$ cat src/rtl/wac_pkg.sv
// Shared types and constants for the windowed activity classifier.
package wac_pkg;

  localparam int unsigned MAG_W     = 16;
  localparam int unsigned WLEN_W    = 9;
  localparam int unsigned VAR_W     = 32;
  localparam int unsigned STEP_W    = 32;
  localparam int unsigned ACT_W     = 2;
  localparam int unsigned CFG_IDX_W = 2;
  localparam int unsigned CFG_W     = 32;

  // Centered-sample level for step detection, one bit wider than a sample.
  localparam logic [MAG_W:0] STEP_LEVEL = 17'd200;

  localparam logic [CFG_IDX_W-1:0] CFG_WINDOW_LENGTH = 2'd0;
  localparam logic [CFG_IDX_W-1:0] CFG_STILL_MAX     = 2'd1;
  localparam logic [CFG_IDX_W-1:0] CFG_WALK_MAX      = 2'd2;

  localparam logic [WLEN_W-1:0] WLEN_RESET  = 9'd100;
  localparam logic [VAR_W-1:0]  STILL_RESET = 32'd10000;
  localparam logic [VAR_W-1:0]  WALK_RESET  = 32'd250000;

  typedef enum logic [ACT_W-1:0] {
    ACT_STILL = 2'd0,
    ACT_WALK  = 2'd1,
    ACT_RUN   = 2'd2
  } activity_t;

  typedef enum logic [2:0] {
    ST_IDLE,
    ST_FILL,
    ST_SWEEP,
    ST_DRAIN,
    ST_MUL1,
    ST_MUL2,
    ST_DECIDE,
    ST_EMIT
  } state_t;

  typedef struct packed {
    logic capture;
    logic sweep;
    logic mul1;
    logic mul2;
    logic decide;
    logic fill_emit;
    logic full_emit;
  } ctrl_cmd_t;

  typedef struct packed {
    logic fill_mode;
    logic sweep_last;
    logic pipe_busy;
  } dp_status_t;

endpackage

$ cat src/rtl/wac_ctrl.sv
// Sequencer for the classifier: item handshake, window sweep and arithmetic steps.
module wac_ctrl (
  input  logic                clk,
  input  logic                rst_n,
  input  logic                in_valid,
  output logic                in_stall,
  output logic                out_valid,
  input  logic                out_stall,
  input  wac_pkg::dp_status_t status,
  output wac_pkg::ctrl_cmd_t  cmd
);

  wac_pkg::state_t state_r, state_nxt;
  logic            out_valid_r, out_valid_nxt;
  logic            out_free;

  // Output slot can take a new item if empty or being drained this cycle.
  assign out_free  = !out_valid_r || !out_stall;
  assign in_stall  = (state_r != wac_pkg::ST_IDLE);
  assign out_valid = out_valid_r;

  always_comb begin
    state_nxt = state_r;
    case (state_r)
      wac_pkg::ST_IDLE: begin
        if (in_valid) begin
          state_nxt = status.fill_mode ? wac_pkg::ST_FILL : wac_pkg::ST_SWEEP;
        end
      end
      wac_pkg::ST_FILL: begin
        if (out_free) begin
          state_nxt = wac_pkg::ST_IDLE;
        end
      end
      wac_pkg::ST_SWEEP: begin
        if (status.sweep_last) begin
          state_nxt = wac_pkg::ST_DRAIN;
        end
      end
      wac_pkg::ST_DRAIN: begin
        if (!status.pipe_busy) begin
          state_nxt = wac_pkg::ST_MUL1;
        end
      end
      wac_pkg::ST_MUL1:   state_nxt = wac_pkg::ST_MUL2;
      wac_pkg::ST_MUL2:   state_nxt = wac_pkg::ST_DECIDE;
      wac_pkg::ST_DECIDE: state_nxt = wac_pkg::ST_EMIT;
      wac_pkg::ST_EMIT: begin
        if (out_free) begin
          state_nxt = wac_pkg::ST_IDLE;
        end
      end
      default: state_nxt = wac_pkg::ST_IDLE;
    endcase
  end

  always_comb begin
    cmd           = '0;
    cmd.capture   = (state_r == wac_pkg::ST_IDLE) && in_valid;
    cmd.sweep     = (state_r == wac_pkg::ST_SWEEP);
    cmd.mul1      = (state_r == wac_pkg::ST_MUL1);
    cmd.mul2      = (state_r == wac_pkg::ST_MUL2);
    cmd.decide    = (state_r == wac_pkg::ST_DECIDE);
    cmd.fill_emit = (state_r == wac_pkg::ST_FILL) && out_free;
    cmd.full_emit = (state_r == wac_pkg::ST_EMIT) && out_free;
  end

  always_comb begin
    if (cmd.fill_emit || cmd.full_emit) begin
      out_valid_nxt = 1'b1;
    end else if (out_stall) begin
      out_valid_nxt = out_valid_r;
    end else begin
      out_valid_nxt = 1'b0;
    end
  end

  always_ff @(posedge clk) begin
    if (!rst_n) begin
      state_r     <= wac_pkg::ST_IDLE;
      out_valid_r <= 1'b0;
    end else begin
      state_r     <= state_nxt;
      out_valid_r <= out_valid_nxt;
    end
  end

endmodule

$ cat config.mk
export PLATFORM = sky130hd
export DESIGN_NAME = wac_ctrl
export DESIGN_NICKNAME = d
export VERILOG_FILES = /design/src/rtl/wac_pkg.sv /design/src/rtl/wac_ctrl.sv
export SDC_FILE = /design/constraint.sdc
export NUM_CORES = 1
export LEC_CHECK = 0
export BUFFER_PORTS_ARGS = -buffer_cell sky130_fd_sc_hd__buf_2
export CORE_AREA = 2 2 39 41
export DETAILED_ROUTE_END_ITERATION = 8
export DIE_AREA = 0 0 41 43
export SLEW_MARGIN = 15
export SYNTH_ARGS = -nofsm -noshare
export SYNTH_HDL_FRONTEND = slang
export SYNTH_SLANG_ARGS = --single-unit
$ cat constraint.sdc
create_clock -name clk -period 1.1 [get_ports clk]
set_input_delay 0.055 -clock clk [delete_from_list [all_inputs] [get_ports clk]]
set_output_delay 0.055 -clock clk [all_outputs]
set_load 0.02 [all_outputs]
==> qor.yml, run 1 <==
status: "finished with violations"
violations: "setup timing"
initial_core_util_pct: 22.8
synth_common_cells: "4 x dfxtp_1, 3 x nand2_1, 3 x nor3b_1, 3 x o21ai_0"
rsz0062_at_grt: "true"
finalInstanceArea_um2: 581
cts_tree: "done"
ios: 16
hold_viol: 0
synth_top_family_by_area: "simple AND/OR/NAND/NOR gates"
cts_num_sinks: 4
muxShareOfSynthArea_pct: 0
critical_path_arrival_ps: 1180
setup_ws_ps: -134
cp.required_ps: 1040
synthTopCellsByArea: "dfxtp_1 25%, buf_6 7.1%, nor3b_1 7.1%"
nNetsFinal: 68
dieArea_um2: 1760
finalSetupViolCount: 6
fin_worst_skew_ps: 3.74
ys_seq_elements: 4
tightest_slew_ps: 236
grt_pass1_vias: 328
clk-insertion-delay-late_ps: 240
track_usage_pct: 11.3
synth_nets: 44
dr.first_iter.drc_count: 1
syn_inst: 37
maxCapViolCount: 0
ant_nets: 0
p_per_area_nw_per_um2: 1020
yosysMostFrequentCell: "dfxtp_1"
die_height_um: 43
grt_max_degree: 8
die_x_um: 41
holdCritPathClass: "in -> reg"
yosys.area_share.simple_pct: 38.9
synth_edf_count: 0
power_leakage_nw: 0.265
totalWireLength_um: 838
cts_buffer_depth: 2
synthArstFlopShare_pct: 0
fin_crit_ps: 1230
place_ws_ps: -7.25
cts.clk_slew.worst_paths_ps: 40
ctsHoldBuffers: 0
avgSynthCellArea_um2: 8.52
yosysTopAreaCellShare_pct: 25.4
drv_slew: 0
fmax_ghz: 0.810
seq_area_frac_synth_pct: 25.4
grt_pass1_wl_um: 1290
maxSlewHeadroom_pct: 84.2
antenna_cells: 0
syn-cell-area_um2: 315
drt-pass1-iter-count: 2
drive_gt1_share_pct: 71.2
utilization_pct: 42.0
yosysTopAreaCell: "dfxtp_1"
max-vdd-ir-drop_uv: 603
startpoint: "state_r[1]"
synth-compound-area-share_pct: 25.8
core-area_um2: 1380
antenna_found_initial: 0
portBuffers: 15
grt_overflow_total: 0
endpoint_kind: "primary output"
row_count: 14
cts_buffers: 3
drc: 0
gp_congestion: 0.759
dpl-instance-area_um2: 435
worstSetupPathType: "reg -> out"
cp_max_fo: 6
cp-start-kind: "register"
cts-htree-levels: 1
synth_fa_ha_area_share_pct: 0
routed_via_density: 4.72
wl_per_cell_um: 11.2
period_share_pct: 112
synthFlopType: "dfxtp_1"
synth_cell_type_count: 24
min_from: "status[0]"
tns_ps: -377
area_growth_pct: 84.1
cts-root-buf: "clkbuf_4"
r2r_start: "state_r[2]"
place_hpwl_um: 574
synth-warning-count: 0
vias: 354
synthXorXnorAreaFrac_pct: 0
## layer usage
| layer | vias to the layer above | global-route usage (%) | share of wire, % |
|---|---|---|---|
| met5 | - | 0 | 0 |
| met2 | 14 | 15.3 | 48 |
| met3 | 5 | 3.14 | 6.2 |
| met1 | 154 | 13.6 | 42 |
| li1 | 181 | - | - |
| met4 | 0 | 10.0 | 3.9 |
## sequential cells by signal, summed over array words and instances, names as in the netlist
name / cells
state_r: 3
out_valid: 1
## per-stage QoR
step / power, mW / hold slack, ps / std cells
CTS: 0.573 / 71.9 / 75
floorplan: 0.286 / 186 / 37
global route: 0.631 / 92.3 / 75
detailed placement: 0.342 / 331 / 71
global placement: 0.341 / 331 / 71
finish: 0.594 / 79.9 / 75
## placed cells by master, fill, tap and decap left out, types with 2 or more instances in the layout
cell and count:
and3b_2 2, buf_6 10, nor2_4 2, o21ai_0 3
buf_4 4, nand2_1 3, clkbuf_4 3, buf_2 8
a21boi_1 2, nor3b_2 2, dfxtp_4 2
## what timing repair did
item                       4_1_cts  5_1_grt
setup endpoints to repair        9       10
pin swaps                        0        7
buffers inserted                 1        0
resized for setup               22       11
## logic make-up (layout without fill, tap and decap cells)
group,Yosys count,after routing
DFF,4,4
AOI/OAI and AO/OA,11,11
and+or+nand+nor,18,18
buffers and inverters,4,26
## worst max-delay path: stages (launching register included)
cell	delay, ps
dfxtp_4	360
or3_4	380
nor2_4	90
buf_6	110
## power breakdown
group | total [mW] | switching [mW] | internal [mW]
logic | 0.226 | 0.106 | 0.120
registers | 0.173 | 0.0157 | 0.157
clock network | 0.195 | 0.0718 | 0.123
## final timing paths
kind                                    to  slack (ps)  cells after the start
worst max-delay path                cmd[6]        -130                      3
worst min-delay path            state_r[2]          80                      3
worst max register to register  state_r[1]          10                      3
worst min register to register   out_valid         510                      2
## final cells by class
class / instances / area (µm²)
multi-input combinational: 29 / 263
inverter: 1 / 3.75
timing repair buffer: 22 / 183
fill: 144 / 803
clock buffer: 3 / 22.5
tap: 16 / 20.0
sequential: 4 / 88.8
Power figures use the tool's default switching activity.
==> run 2: changes to the inputs <==
--- a/config.mk
+++ b/config.mk
@@ -9,6 +9,7 @@
 export CORE_AREA = 2 2 39 41
 export DETAILED_ROUTE_END_ITERATION = 8
 export DIE_AREA = 0 0 41 43
+export RECOVER_POWER = 50
 export SLEW_MARGIN = 15
 export SYNTH_ARGS = -nofsm -noshare
 export SYNTH_HDL_FRONTEND = slang
==> qor.yml, run 2 (same netlist as run 1, synthesis figures left out) <==
status: "finished with violations"
violations: "setup timing"
power.total_uw: 593
layout_commonest_cell: "buf_6"
place_ws_ps: -7.25
grt_max_degree: 8
p_comb_share_pct: 38.0
ios: 16
grt.met2_usage_pct: 15.3
finalSetupViolCount: 6
p_per_area_nw_per_um2: 1020
wl_per_cell_um: 11.1
die_x_um: 41
dieArea_um2: 1760
drv_slew: 0
grt_overflow_total: 0
totalWireLength_um: 836
setup_ws_ps: -134
grt_pass1_vias: 328
worstSetupPathType: "reg -> out"
clk-insertion-delay-late_ps: 240
row_count: 14
portBuffers: 15
endpoint_kind: "primary output"
cp_slowest_cell: "or3_4"
ant_nets: 0
slowest_delay_ps: 380
antenna_found_initial: 0
rsz0062_at_grt: "true"
initial_core_util_pct: 22.8
cp-start-kind: "register"
cp_max_fo: 6
use_met1_pct: 13.6
top_register: "state_r"
holdCritPathClass: "in -> reg"
vias: 354
drive_gt1_share_pct: 69.5
nNetsFinal: 68
critical_path_arrival_ps: 1180
drc: 0
largest_reg_flops: 3
maxCapViolCount: 0
area_growth_pct: 83.7
utilization_pct: 41.9
power_leakage_nw: 0.261
core-area_um2: 1380
cts_buffer_depth: 2
worstHoldPathCells: 3
place_hpwl_um: 574
fin_crit_ps: 1230
reg2regPathDepth: 3
final_cell_mix: "10 x buf_6, 7 x buf_2, 4 x buf_4"
max-vdd-ir-drop_uv: 603
hold_viol: 0
cts_buffers: 3
busiest_layer: "met2"
power_frac_seq_pct: 29.1
maxSlewHeadroom_pct: 84.2
gp_congestion: 0.759
die_height_um: 43
power.switching_uw: 194
routed_via_density: 4.72
tns_ps: -377
fin_worst_skew_ps: 3.74
cts-root-buf: "clkbuf_4"
grt_pass1_wl_um: 1290
track_usage_pct: 11.3
pwr-share-clk_pct: 32.8
antenna_cells: 0
period_share_pct: 112
cts_tree: "done"
drt-pass1-iter-count: 2
grt_util_met3_pct: 3.14
cts_num_sinks: 4
internal-power_uw: 399
dr.first_iter.drc_count: 1
whs_ps: 79.9
swShare_pct: 32.7
cp.required_ps: 1040
cts-htree-levels: 1
tightest_slew_ps: 236
cp_cell_sequence: "or3_4 -> nor2_4 -> buf_6"
fmax_ghz: 0.810
cts.clk_slew.worst_paths_ps: 40
## run 2: through the flow
| stage | std cells | cell area (µm²) |
|---|---|---|
| after CTS | 75 | 529 |
| after floorplan | 37 | 323 |
| after global routing | 75 | 579 |
| after detailed placement | 71 | 435 |
| after global placement | 71 | 435 |
| final | 75 | 579 |
## run 2: power by group through the flow
stage | clock [mW] | combinational, mW | sequential (mW)
final | 0.195 | 0.226 | 0.173
after global routing | 0.212 | 0.243 | 0.175
after CTS | 0.204 | 0.196 | 0.172
after detailed placement | 0 | 0.169 | 0.173
after global placement | 0 | 0.168 | 0.173
after floorplan | 0 | 0.114 | 0.172
## run 2: worst paths after layout
kind	slack, ps	endpoint	start
worst max register to register	10	state_r[1]	state_r[2]
worst min-delay path	80	state_r[2]	status[0]
worst min register to register	510	out_valid	out_valid
worst max-delay path	-130	cmd[6]	state_r[1]
## run 2: worst max-delay path: cells and delay by family, from the launching register on
family	cells	cell delay, ps
buffers and inverters	1	110
DFF	1	360
and+or+nand+nor	2	470
## run 2: final cells by class
type,count,area (µm²)
well taps,16,20.0
repair buffers,22,181
flip-flops and latches,4,88.8
clock buffers,3,22.5
multi-input cells,29,263
fillers,144,805
inverters,1,3.75
## run 2: per-layer routing
layer  part of all wire, %  wire length (µm)
met3                   6.1                51
met1                    42               349
met2                    48               402
met5                     0                 0
met4                   3.9                33
## run 2: timing repair
action / in CTS / in global routing
hold buffers: 0 / 0
buffers inserted: 1 / 0
setup endpoints to repair: 9 / 10
pin swaps: 0 / 7
gates resized for setup: 22 / 11
==> run 3: changes to the inputs <==
--- a/config.mk
+++ b/config.mk
@@ -14,3 +14,4 @@
 export SYNTH_ARGS = -nofsm -noshare
 export SYNTH_HDL_FRONTEND = slang
 export SYNTH_SLANG_ARGS = --single-unit
+export TNS_END_PERCENT = 1
==> qor.yml, run 3 (same netlist as run 1, synthesis figures left out) <==
fin_worst_skew_ps: 4.61
grt_pass1_vias: 313
cp_max_fo: 6
cp_cell_sequence: "or3_4 -> nor2_4 -> buf_6"
grt_max_degree: 12
power.switching_uw: 182
initial_core_util_pct: 22.8
cp_num_buf_inv: 1
internal-power_uw: 391
antenna_cells: 0
vias: 352
die_height_um: 43
drc: 0
largest_reg_flops: 3
area_growth_pct: 70.2
setup_ws_ps: -134
cts_buffers: 3
dieArea_um2: 1760
core-area_um2: 1380
power_leakage_nw: 0.252
crit_family: "simple AND/OR/NAND/NOR gates"
whs_endpoint: "state_r[2]"
violations: "setup timing"
drt-pass1-iter-count: 4
dr.first_iter.drc_count: 1
worstSetupPathType: "reg -> out"
routed_via_density: 4.76
track_usage_pct: 10.7
cts_buffer_depth: 2
cts_num_sinks: 4
cp-start-kind: "register"
max-vdd-ir-drop_uv: 575
utilization_pct: 38.8
clk-insertion-delay-late_ps: 240
nNetsFinal: 67
portBuffers: 15
cts.clk_slew.worst_paths_ps: 40
p_per_area_nw_per_um2: 1070
tightest_slew_ps: 232
drv_slew: 0
pwr-share-clk_pct: 34.0
r2r_start: "state_r[0]"
ctsHoldBuffers: 0
place_ws_ps: -7.25
post_cts_buffers: 0
ant_nets: 0
cts-root-buf: "clkbuf_4"
cp.required_ps: 1040
grt_overflow_total: 0
finalSetupViolCount: 6
critical_path_arrival_ps: 1180
rsz0062_at_grt: "true"
endpoint_kind: "primary output"
cts-htree-levels: 1
fmax_ghz: 0.811
die_x_um: 41
fin_crit_ps: 1230
wl_per_cell_um: 10.1
grt_pass1_wl_um: 1220
gp_congestion: 0.759
final_cell_mix: "8 x buf_2, 7 x buf_6, 5 x buf_4, 4 x o21ai_0"
maxCapViolCount: 0
totalWireLength_um: 744
antenna_found_initial: 0
status: "finished with violations"
maxSlewHeadroom_pct: 84.4
cts_tree: "done"
drive_gt1_share_pct: 67.2
startpoint: "state_r[1]"
holdCritPathClass: "in -> reg"
cp_slowest_cell: "or3_4"
ios: 16
worstHoldPathCells: 3
swShare_pct: 31.8
reg2reg_slack_ps: 40
power_frac_seq_pct: 30.2
row_count: 14
place_hpwl_um: 574
worst_r2r_endpoint: "state_r[1]"
top_register: "state_r"
slowest_delay_ps: 380
layout_commonest_cell: "buf_2"
reg2regPathDepth: 3
period_share_pct: 112
p_comb_share_pct: 35.8
min_from: "status[0]"
hold_viol: 0
[run 3: changes by cell type in the layout (fill, tap and decap cells not counted), sizes merged]
cell  previous run  this run
buf             21        20
[run 3: final cells by class]
type	instances	area (µm²)
Tap cell	16	20.0
Sequential cell	4	88.8
Timing Repair Buffer	21	160
Inverter	1	3.75
Fill cell	146	847
Clock buffer	3	22.5
Multi-Input combinational cell	29	241
[run 3: power by group through the flow]
stage | registers [mW] | logic [mW] | clock network, mW
after floorplan | 0.172 | 0.114 | 0
after global placement | 0.173 | 0.168 | 0
after detailed placement | 0.173 | 0.169 | 0
after CTS | 0.172 | 0.187 | 0.204
after global routing | 0.175 | 0.223 | 0.212
final | 0.173 | 0.205 | 0.195
[run 3: how the worst max path moves through the flow]
stage / to / depth (start not counted)
after CTS: cmd[6] / 3
after global placement: state_r[1] / 3
after global routing: cmd[6] / 3
after floorplan: cmd[6] / 3
final: cmd[6] / 3
after detailed placement: state_r[1] / 3
[run 3: worst register-to-register path, delay by kind of cell (launching register included)]
| family | cells | cell delay [ps] |
|---|---|---|
| compound gates | 2 | 520 |
| buf+inv | 1 | 130 |
| flops | 1 | 330 |
[run 3: stage by stage]
step | TNS, ps | cell area, µm² | hold WS (ps) | total power, mW | std cells
floorplan | -42.8 | 323 | 186 | 0.286 | 37
global placement | 0 | 435 | 331 | 0.341 | 71
detailed placement | -7.25 | 435 | 331 | 0.342 | 71
CTS | -507 | 499 | 71.9 | 0.564 | 74
global route | -716 | 537 | 91.4 | 0.610 | 74
finish | -342 | 537 | 85.9 | 0.573 | 74
[run 3: per-layer routing]
layer | GRT usage (%) | up-vias | share of wire (%)
met2 | 13.4 | 16 | 45
met4 | 10.0 | 0 | 4.4
li1 | - | 178 | -
met1 | 13.6 | 153 | 43
met3 | 3.14 | 5 | 7.5
met5 | 0 | - | 0
[run 3: what timing repair did]
| action | in CTS | in global routing |
|---|---|---|
| hold endpoints to repair | 0 | 0 |
| setup endpoints to repair | 9 | 9 |
| pin swaps | 0 | 6 |
| gates resized for setup | 15 | 10 |
